**src/rtl/fat32lc_pkg.sv**
```systemverilog
`timescale 1ns / 1ps

package fat32lc_pkg;

    // Shared adder width: covers 33-bit magnitudes plus a borrow bit.
    localparam int ALU_W = 34;

    // Field widths
    localparam int BYTES_W    = 64;
    localparam int SECT_SHIFT = 9;
    localparam int DEV_W      = BYTES_W - SECT_SHIFT;
    localparam int START_W    = 25;
    localparam int RSVD_W     = 16;
    localparam int VOL_W      = 32;
    localparam int FAT_W      = 26;   // internal FAT size, up to 2^25
    localparam int FATOUT_W   = 22;
    localparam int CLUSOUT_W  = 28;
    localparam int SPC_W      = 8;
    localparam int SHIFT_W    = 3;
    localparam int CAND_W     = 4;
    localparam int CFG_IDX_W  = 8;
    localparam int CFG_DATA_W = 32;

    // Configuration register indexes
    localparam logic [CFG_IDX_W-1:0] REG_PARTITION_START = 8'd0;
    localparam logic [CFG_IDX_W-1:0] REG_RESERVED_COUNT  = 8'd1;

    localparam logic [START_W-1:0] START_RESET = 25'd8192;
    localparam logic [RSVD_W-1:0]  RSVD_RESET  = 16'd32;

    // Cluster size thresholds, in sectors
    localparam logic [VOL_W-1:0] SPC8_MIN  = 32'd532480;
    localparam logic [VOL_W-1:0] SPC16_MIN = 32'd16777216;
    localparam logic [VOL_W-1:0] SPC32_MIN = 32'd33554432;

    // Valid FAT32 cluster count range
    localparam logic [VOL_W-1:0] CLUS_MIN = 32'd65525;
    localparam logic [VOL_W-1:0] CLUS_MAX = 32'h0FFF_FFF5;

    // ceil((clus + 2) * 4 / 512) == (clus + 129) >> 7
    localparam logic [ALU_W-1:0] FAT_ROUND_ADD = 34'd129;
    localparam int               FAT_ENTRY_SHIFT = 7;

    localparam logic [CAND_W-1:0] LAST_CAND = 4'd8;

    // Request to the shared adder/subtractor
    typedef struct packed {
        logic [ALU_W-1:0] a;
        logic [ALU_W-1:0] b;
        logic             sub;
    } alu_req_t;

endpackage

```
**src/rtl/fat32lc_alu.sv**
```systemverilog
`timescale 1ns / 1ps

module fat32lc_alu
    import fat32lc_pkg::*;
(
    input  alu_req_t         req,
    output logic [ALU_W-1:0] res
);

    // a + b, or a - b in two's complement
    assign res = req.a + (req.b ^ {ALU_W{req.sub}}) + {{(ALU_W-1){1'b0}}, req.sub};

endmodule

```
**src/rtl/fat32_layout_calculator.sv**
```systemverilog
`timescale 1ns / 1ps

// Channel   Direction  Handshake              Payload
// s_        in         s_valid / s_ready      s_device_bytes
// m_        out        m_valid / m_ready      m_layout_found, m_cluster_sectors,
//                                             m_fat_sectors, m_cluster_total,
//                                             m_volume_sectors
// cfg       in         cfg_valid / cfg_ready  cfg_index, cfg_data
//
// One transaction at a time on a single shared 34-bit adder/subtractor.
// A FAT round steps through overhead, remainder and next FAT size; each
// candidate that is not rejected ends with a cluster count range check.
// A transaction runs its setup (size check, then total) and up to 9 candidates.
// Reset (aresetn low, synchronous) restores register defaults; cfg always ready.
// s_ready is low while busy; a result waiting on m_ready holds the sequencer.

module fat32_layout_calculator
    import fat32lc_pkg::*;
#(
    parameter int MAX_FAT_ITERATIONS = 16
) (
    input  logic                  aclk,
    input  logic                  aresetn,

    input  logic                  s_valid,
    output logic                  s_ready,
    input  logic [BYTES_W-1:0]    s_device_bytes,

    output logic                  m_valid,
    input  logic                  m_ready,
    output logic                  m_layout_found,
    output logic [SPC_W-1:0]      m_cluster_sectors,
    output logic [FATOUT_W-1:0]   m_fat_sectors,
    output logic [CLUSOUT_W-1:0]  m_cluster_total,
    output logic [VOL_W-1:0]      m_volume_sectors,

    input  logic                  cfg_valid,
    output logic                  cfg_ready,
    input  logic [CFG_IDX_W-1:0]  cfg_index,
    input  logic [CFG_DATA_W-1:0] cfg_data
);

    localparam int RND_W = $clog2(MAX_FAT_ITERATIONS + 1);
    localparam logic [RND_W-1:0] LAST_ROUND = RND_W'(MAX_FAT_ITERATIONS - 1);

    // Sequencer states
    localparam logic [3:0] ST_IDLE  = 4'd0;
    localparam logic [3:0] ST_SUM   = 4'd1;  // start + reserved, size check
    localparam logic [3:0] ST_TOTAL = 4'd2;  // capped sectors - start
    localparam logic [3:0] ST_OVH   = 4'd3;  // reserved + 2*fat
    localparam logic [3:0] ST_DIFF  = 4'd4;  // total - overhead, clusters
    localparam logic [3:0] ST_NEXT  = 4'd5;  // next FAT size estimate
    localparam logic [3:0] ST_CHK   = 4'd6;  // cluster count range check
    localparam logic [3:0] ST_OUT   = 4'd7;  // hand result to output reg

    // Configuration registers
    logic [START_W-1:0] start_reg, start_next;
    logic [RSVD_W-1:0]  rsvd_reg, rsvd_next;

    // Sequencer and datapath registers
    logic [3:0]         state_reg, state_next;
    logic [DEV_W-1:0]   dev_reg, dev_next;
    logic [VOL_W-1:0]   total_reg, total_next;
    logic [ALU_W-1:0]   ovh_reg, ovh_next;
    logic [VOL_W-1:0]   clus_reg, clus_next;
    logic [FAT_W-1:0]   fat_reg, fat_next;
    logic [RND_W-1:0]   round_reg, round_next;
    logic [CAND_W-1:0]  cand_reg, cand_next;
    logic               final_reg, final_next;
    logic               found_reg, found_next;
    logic               small_reg, small_next;

    // Output register
    logic                 m_valid_reg, m_valid_next;
    logic                 o_found_reg, o_found_next;
    logic [SPC_W-1:0]     o_spc_reg, o_spc_next;
    logic [FATOUT_W-1:0]  o_fat_reg, o_fat_next;
    logic [CLUSOUT_W-1:0] o_clus_reg, o_clus_next;
    logic [VOL_W-1:0]     o_vol_reg, o_vol_next;

    alu_req_t         alu_req;
    logic [ALU_W-1:0] alu_res;

    logic [SHIFT_W-1:0] pref_shift;
    logic [SHIFT_W-1:0] spc_shift;
    logic [VOL_W-1:0]   capped;
    logic [FAT_W-1:0]   fat_est;
    logic               rejected;
    logic               in_range;

    fat32lc_alu u_alu (
        .req (alu_req),
        .res (alu_res)
    );

    assign cfg_ready = 1'b1;
    assign s_ready   = (state_reg == ST_IDLE);

    assign m_valid           = m_valid_reg;
    assign m_layout_found    = o_found_reg;
    assign m_cluster_sectors = o_spc_reg;
    assign m_fat_sectors     = o_fat_reg;
    assign m_cluster_total   = o_clus_reg;
    assign m_volume_sectors  = o_vol_reg;

    // Preferred cluster size from the partition size, as a shift
    always_comb begin
        if (total_reg >= SPC32_MIN) begin
            pref_shift = 3'd5;
        end else if (total_reg >= SPC16_MIN) begin
            pref_shift = 3'd4;
        end else if (total_reg >= SPC8_MIN) begin
            pref_shift = 3'd3;
        end else begin
            pref_shift = 3'd0;
        end
    end

    // Candidate 0 is the preferred size, then 1,2,4..128
    assign spc_shift = (cand_reg == '0) ? pref_shift : SHIFT_W'(cand_reg - 4'd1);

    assign capped = (|dev_reg[DEV_W-1:VOL_W]) ? {VOL_W{1'b1}} : dev_reg[VOL_W-1:0];

    assign fat_est  = alu_res[FAT_ENTRY_SHIFT +: FAT_W];
    // total <= overhead: negative or zero remainder
    assign rejected = alu_res[ALU_W-1] || (alu_res == '0);
    assign in_range = (clus_reg >= CLUS_MIN) && (clus_reg <= CLUS_MAX);

    // Operand select for the shared adder
    always_comb begin
        alu_req = '0;
        case (state_reg)
            ST_SUM: begin
                alu_req.a = ALU_W'(start_reg);
                alu_req.b = ALU_W'(rsvd_reg);
            end
            ST_TOTAL: begin
                alu_req.a   = ALU_W'(capped);
                alu_req.b   = ALU_W'(start_reg);
                alu_req.sub = 1'b1;
            end
            ST_OVH: begin
                alu_req.a = ALU_W'(rsvd_reg);
                alu_req.b = ALU_W'({fat_reg, 1'b0});
            end
            ST_DIFF: begin
                alu_req.a   = ALU_W'(total_reg);
                alu_req.b   = ovh_reg;
                alu_req.sub = 1'b1;
            end
            ST_NEXT: begin
                alu_req.a = ALU_W'(clus_reg);
                alu_req.b = FAT_ROUND_ADD;
            end
            default: begin
                alu_req = '0;
            end
        endcase
    end

    always_comb begin
        start_next   = start_reg;
        rsvd_next    = rsvd_reg;
        state_next   = state_reg;
        dev_next     = dev_reg;
        total_next   = total_reg;
        ovh_next     = ovh_reg;
        clus_next    = clus_reg;
        fat_next     = fat_reg;
        round_next   = round_reg;
        cand_next    = cand_reg;
        final_next   = final_reg;
        found_next   = found_reg;
        small_next   = small_reg;
        m_valid_next = m_valid_reg;
        o_found_next = o_found_reg;
        o_spc_next   = o_spc_reg;
        o_fat_next   = o_fat_reg;
        o_clus_next  = o_clus_reg;
        o_vol_next   = o_vol_reg;

        if (cfg_valid) begin
            if (cfg_index == REG_PARTITION_START) begin
                start_next = cfg_data[START_W-1:0];
            end else if (cfg_index == REG_RESERVED_COUNT) begin
                rsvd_next = cfg_data[RSVD_W-1:0];
            end
        end

        if (m_valid_reg && m_ready) begin
            m_valid_next = 1'b0;
        end

        case (state_reg)
            ST_IDLE: begin
                if (s_valid) begin
                    dev_next   = s_device_bytes[BYTES_W-1:SECT_SHIFT];
                    found_next = 1'b0;
                    small_next = 1'b0;
                    state_next = ST_SUM;
                end
            end
            ST_SUM: begin
                if (dev_reg <= DEV_W'(alu_res)) begin
                    small_next = 1'b1;
                    state_next = ST_OUT;
                end else begin
                    state_next = ST_TOTAL;
                end
            end
            ST_TOTAL: begin
                total_next = alu_res[VOL_W-1:0];
                cand_next  = '0;
                fat_next   = FAT_W'(1);
                round_next = '0;
                final_next = 1'b0;
                state_next = ST_OVH;
            end
            ST_OVH: begin
                ovh_next   = alu_res;
                state_next = ST_DIFF;
            end
            ST_DIFF: begin
                if (rejected) begin
                    // candidate fails; move on
                    if (cand_reg == LAST_CAND) begin
                        state_next = ST_OUT;
                    end else begin
                        cand_next  = cand_reg + 4'd1;
                        fat_next   = FAT_W'(1);
                        round_next = '0;
                        final_next = 1'b0;
                        state_next = ST_OVH;
                    end
                end else begin
                    clus_next  = alu_res[VOL_W-1:0] >> spc_shift;
                    state_next = final_reg ? ST_CHK : ST_NEXT;
                end
            end
            ST_NEXT: begin
                if (fat_est == fat_reg) begin
                    // converged: clus_reg already matches this FAT size
                    state_next = ST_CHK;
                end else begin
                    fat_next = fat_est;
                    if (round_reg == LAST_ROUND) begin
                        final_next = 1'b1;
                    end else begin
                        round_next = round_reg + RND_W'(1);
                    end
                    state_next = ST_OVH;
                end
            end
            ST_CHK: begin
                if (in_range) begin
                    found_next = 1'b1;
                    state_next = ST_OUT;
                end else if (cand_reg == LAST_CAND) begin
                    state_next = ST_OUT;
                end else begin
                    cand_next  = cand_reg + 4'd1;
                    fat_next   = FAT_W'(1);
                    round_next = '0;
                    final_next = 1'b0;
                    state_next = ST_OVH;
                end
            end
            ST_OUT: begin
                if (!m_valid_reg || m_ready) begin
                    m_valid_next = 1'b1;
                    o_found_next = found_reg;
                    o_spc_next   = found_reg ? (SPC_W'(1) << spc_shift) : '0;
                    o_fat_next   = found_reg ? fat_reg[FATOUT_W-1:0] : '0;
                    o_clus_next  = found_reg ? clus_reg[CLUSOUT_W-1:0] : '0;
                    o_vol_next   = small_reg ? '0 : total_reg;
                    state_next   = ST_IDLE;
                end
            end
            default: begin
                state_next = ST_IDLE;
            end
        endcase
    end

    always_ff @(posedge aclk) begin
        if (!aresetn) begin
            start_reg   <= START_RESET;
            rsvd_reg    <= RSVD_RESET;
            state_reg   <= ST_IDLE;
            m_valid_reg <= 1'b0;
            round_reg   <= '0;
            cand_reg    <= '0;
            final_reg   <= 1'b0;
            found_reg   <= 1'b0;
            small_reg   <= 1'b0;
        end else begin
            start_reg   <= start_next;
            rsvd_reg    <= rsvd_next;
            state_reg   <= state_next;
            m_valid_reg <= m_valid_next;
            round_reg   <= round_next;
            cand_reg    <= cand_next;
            final_reg   <= final_next;
            found_reg   <= found_next;
            small_reg   <= small_next;
        end
    end

    always_ff @(posedge aclk) begin
        dev_reg     <= dev_next;
        total_reg   <= total_next;
        ovh_reg     <= ovh_next;
        clus_reg    <= clus_next;
        fat_reg     <= fat_next;
        o_found_reg <= o_found_next;
        o_spc_reg   <= o_spc_next;
        o_fat_reg   <= o_fat_next;
        o_clus_reg  <= o_clus_next;
        o_vol_reg   <= o_vol_next;
    end

endmodule

```
**config.mk**
```make
export PLATFORM = sky130hd
export DESIGN_NAME = fat32_layout_calculator
export DESIGN_NICKNAME = d
export VERILOG_FILES = /design/src/rtl/fat32lc_pkg.sv /design/src/rtl/fat32lc_alu.sv /design/src/rtl/fat32_layout_calculator.sv
export SDC_FILE = /design/constraint.sdc
export NUM_CORES = 1
export LEC_CHECK = 0
export ABC_AREA = 1
export BUFFER_PORTS_ARGS = -buffer_cell sky130_fd_sc_hd__buf_4
export CAP_MARGIN = 20
export CORE_ASPECT_RATIO = 1.2
export CORE_MARGIN = 3
export CORE_UTILIZATION = 60
export DETAILED_ROUTE_END_ITERATION = 16
export PLACE_DENSITY = 0.81
export SYNTH_ARGS = -nofsm -noshare
export SYNTH_HDL_FRONTEND = slang
export SYNTH_HIERARCHICAL = 1
export SYNTH_SLANG_ARGS = --single-unit
```
**constraint.sdc**
```tcl
create_clock -name aclk -period 8.7 [get_ports aclk]
set_clock_uncertainty 0.15 [all_clocks]
set_input_delay 0.87 -clock aclk [delete_from_list [all_inputs] [get_ports aclk]]
set_output_delay 0.87 -clock aclk [all_outputs]
set_load 0.02 [all_outputs]
```
* Word-level counts from Yosys, hierarchy flattened
Cells that the tools add are included.
** Operators by class
- Equal/unequal tests :: 20
- Shift operators :: 2
- Bitwise operators :: 3
- Reduce and logical (&&, ||, !) cells :: 27
- Add/sub/neg operators :: 5
- $lt $le $gt $ge :: 6
- Mux-type cells :: 45
** Operators with widths (count)
- $pmux 66 s5 :: 1
- $mux 26 :: 4
- $pmux 26 s4 :: 1
- $le 55x34->1 :: 1
- $add 32x34->34 :: 1
- $add 34x1->34 :: 1
- $logic_not 34->1 :: 1
- $xor 34x34->34 :: 1
- $ge 32x16->1 const B :: 1
- $ge 32x20->1 const B :: 1
- $ge 32x25->1 const B :: 1
- $ge 32x26->1 const B :: 1
- $le 32x28->1 const B :: 1
- $mux 32 :: 1
- $pmux 4 s8 :: 1
- $shr 32x3->32 :: 1
- $eq 26x26->1 :: 1
- $mux 5 :: 5
- $mux 3 :: 8
- $reduce_or 23->1 :: 1
- $mux 4 :: 5
- $pmux 5 s4 :: 1
- $ne 2x2->1 const B :: 9
- $eq 4x3->1 const B :: 4
- 28 further kinds :: 55
** Storage, ports and cells
- Bits of input ports :: 109
- Register bits after elaboration :: 328
- Logic and storage cells :: 127
- Output and inout port bits :: 94

* Depth between registers and ports, before layout
- Depth after elaboration :: 10
- Mapped depth :: 38
- Mapped depth without buffers :: 37

* Modules after synthesis
The synthesis kept the hierarchy.
** By module, submodules not included
- fat32_layout_calculator :: times used 1, sequential area each 9248.9 µm², cells an instance 1698, area an instance 15683.8 µm²
- fat32lc_alu :: times used 1, sequential area each 0.0 µm², cells an instance 517, area an instance 2686.3 µm²

* Worst setup path before layout
OpenSTA, ideal clock, no wires.
- Path kind :: register to register
- From :: reg state_reg[0]
- To :: reg fat_reg[0], enable pin
- Slack :: 2855 ps
- Clock period less this slack :: 5845 ps
- Buffers on the path :: 2
- Required time :: 8140 ps
- Cell stages (with the launch flop) :: 24
- Arrival time :: 5285 ps
- Library setup time :: 410 ps
- Path through :: dfxtp_1 > buf_2 > nand2_1 > nor2_1 > clkbuf_1 > nand2_1 > nand3_1 > xor2_1 > ha_1 > a21oi_1 > inv_1 > nor2_1 > o21ai_0 > a21oi_1 > nand2_1 > nand2_1 > nand2_1 > inv_1 > nand4_1 > nor3_1 > nand3_1 > nand3_2 > nand2_4 > nor2_1
** RTL lines
- from (decl) :: RTL line fat32_layout_calculator.sv:61 : logic [3:0] state_reg, state_next;
- from (signal assigned) :: RTL line fat32_layout_calculator.sv:299 : state_reg <= state_next;
- to (signal assigned) :: RTL line fat32_layout_calculator.sv:314 : fat_reg <= fat_next;
- to (decl) :: RTL line fat32_layout_calculator.sv:66 : logic [FAT_W-1:0] fat_reg, fat_next;

==> results.tsv <==
stage	metric	value	unit
hold_path	Hold Path Stages	2	
timing	fin crit share	79.9	%
pwr	Flop pwr share	39.0	%
yosys	Yosys reg bits	327	
cts	worst-skew pair later-pin latency	0.53	ns
yosys	Post-synth top flop	edfxtp_1	
yosys	Post-Syn Area	18400	um^2
global_routing	vias in the first global route	15800	
yosys	Mean Syn Cell Area	8.29	um^2
routing	drc violations	0	
floorplan	Initial Utilization	61.5	%
floorplan	die area	32800	um^2
timing	setup tns final	0	ns
final_layout	share of cells above drive strength 1	12.8	%
cts	CTS tree	yes	
pwr	clock power share	33.4	%
yosys	Synth top area share	44.1	%
placement	Post-DP HPWL	44200	um
cts	setup bufs post-CTS	0	
setup_path	Worst setup startpoint	state_reg[2]	
setup_path	element type at the critical path start	register	
cts	Max Buffers Root-to-Sink	3	
floorplan	FP Rows	69	
placement	RD Place Congestion	0.990	
timing	final setup margin	1.75	ns
hold_path	Hold Path Class	register to register	
yosys	synth cell count leaders	nand2_1, nor2_1, inv_1, edfxtp_1, nand3_1	
global_routing	initial antenna violation count	0	
cts	H-tree depth	2	
pwr	Comb pwr share	27.5	%
yosys	Ys Warns	6	
timing	RSZ-0062 raised after global routing	no	
cts	CTS resizes	0	
cts	clk sink count	327	
setup_path	Slowest cell on crit path	nor2_4	
routing	drt first pass iters	6	
final_layout	max FFs per register	55	
routing	Post-DRT Antenna Nets	0	
timing	worst slew pin tran	1.16	ns
cts	Post-CTS Hold Buffers	0	
routing	initial DRC count	2049	
setup_path	Critical Path End Type	register	
placement	Port-buffer cells	185	
yosys	Synth area leaders	edfxtp_1, nand2_1, dfxtp_1	
final_layout	area delta synth->final	16.2	%
timing	Rel. slew slack	22.7	%
routing	Routed WL	59200	um
placement	Placed Cells	2738	
cts	clk root buf	clkbuf_16	
yosys	Seq/Total Area, Yosys	50.3	%
timing	final hold vios	0	
final_layout	Filler cells	2341	
floorplan	core area	29900	um^2
cts	CTS Buf Count	34	
timing	fin crit period	6.95	ns
yosys	asr flop ratio synth	0	%
global_routing	largest net degree at the start of global routing	61	
setup_path	r2r endpoint	fat_reg[2]	
setup_path	worst-path maximum fanout	40	
run_status	status	complete, no violations	
global_routing	grt ovf	0	
run	max_cap viols	0	
final_layout	diodes inserted	0	
cts	Worst-path clk slew	0.07	ns
pwr	leak pwr	9.65	nW
global_routing	global-route usage over all layers	35.2	%
setup_path	Crit path top cell by count	nand2_1	
setup_path	worst r2r src	state_reg[2]	
timing	final setup fails	0	
timing	Slew Viols, Final	0	
placement	Setup WS pre-CTS	1.93	ns
global_routing	global-route wire length before repair	88800	um
setup_path	R2R Setup Slk	1.75	ns
floorplan	Die Ht	198	um
yosys	largest area contributor in the netlist	edfxtp_1	
pwr	NetSw	1.60	mW
yosys	most frequent cell after synthesis	nand2_1	
routing	Via Count	16700	
routing	Avg WL per Cell	21.2	um
yosys	Netlist cell types	52	
pwr	total power	4.84	mW
final_layout	Final nets	2565	
pwr	Cell Int Power	3.24	mW
setup_path	critical path data required time	8.76	ns
yosys	Post-Syn Instances	2215	
floorplan	die width	166	um
timing	FMAX	144	MHz
setup_path	Arr. time, crit path	7.01	ns
pwr	Peak supply drop	0.189	mV
routing	Via-to-Cell Ratio	5.96	
floorplan	Ports	203	
setup_path	crit-path max cell delay	0.63	ns
pwr	Power Dens Cells	227	nW/um^2
setup_path	r2r worst-path depth	28	
setup_path	worst setup path end	fat_reg[2]	
pwr	Sw Ratio	33.1	%
setup_path	critical path type	register to register	
final_layout	Post-Layout Cell Count	2798	
yosys	EDFF count, synth	270	
-- power by group through the flow --
stage	sequential [mW]	clock [mW]	combinational, mW
after global placement	1.92	0	1.24
final	1.89	1.62	1.33
after floorplan	1.90	0	0.837
after detailed placement	1.93	0	1.27
after CTS	1.89	1.63	1.28
after global routing	1.89	1.69	1.44
-- stage by stage --
stage | util, % | hold slack [ns] | area, um^2
finish | 71.5 | 0.329 | 21400
global route | 71.5 | 0.350 | 21400
CTS | 71.4 | 0.329 | 21300
floorplan | - | 0.256 | 18400
global placement | 67.3 | 0.305 | 20100
detailed placement | 67.3 | 0.321 | 20100
-- cells in the final DEF, fill, tap and decap left out, drive strengths merged, types with 5 or more instances in the layout --
cell | netlist | final
a221oi | 14 | 14
o21ai | 112 | 112
clkinv | 0 | 7
nor2 | 306 | 306
edfxtp | 270 | 270
nand4 | 34 | 34
nor3 | 21 | 21
nand3 | 178 | 178
inv | 285 | 286
dfxtp | 57 | 57
bufinv | 0 | 9
nand2 | 598 | 598
o2111ai | 10 | 10
a21oi | 63 | 63
clkbuf | 41 | 41
o211ai | 10 | 10
xnor2 | 6 | 6
buf | 34 | 208
ha | 70 | 70
xor2 | 69 | 69
nor4 | 5 | 5
-- worst min path at each step --
stage | startpoint | endpoint | slack, ns
3_3_place_gp | small_reg | small_reg | 0.31
2_1_floorplan | found_reg | m_layout_found | 0.26
3_5_place_dp | small_reg | small_reg | 0.32
6_report | round_reg[4] | round_reg[4] | 0.33
4_1_cts | round_reg[4] | round_reg[4] | 0.33
5_1_grt | round_reg[4] | round_reg[4] | 0.35
-- layout make-up --
type | instances | area (um^2) | share of cell area, %
inverter | 285 | 1070 | 5.03
multi-input combinational | 1529 | 7730 | 36.2
tap | 390 | 488 | 2.29
sequential | 327 | 9250 | 43.3
clock inverter | 18 | 323 | 1.51
clock buffer | 41 | 898 | 4.21
timing repair buffer | 208 | 1590 | 7.43
-- per-layer routing --
metal,GRT usage (%),vias to the layer above,wire length (um)
met4,16.1,0,2900
met2,54.8,1127,26200
met1,48.6,7746,22700
met5,0,-,0
met3,6.55,173,7390
li1,-,7622,-
-- worst max-delay path, delay by kind of cell (launching register included) --
family,cells,cell delay [ns]
buf+inv,7,1.51
simple gates,18,3.63
compound gates,1,0.34
fa+ha+maj,1,0.33
flops,1,0.46
xor+xnor,1,0.16
-- cells by family (layout without fill, tap and decap cells) --
logic type	count (synthesis)	in the layout	synth area share [%]
AOI/OAI and AO/OA	229	229	7.17
adders and majority gates	71	71	4.88
other	2	3	0.0409
and+or+nand+nor	1151	1151	26.2
DFF	327	327	50.3
xor gates and xnor gates	75	75	3.58
buffers and inverters	360	552	7.83
Power figures use the tool's default switching activity.
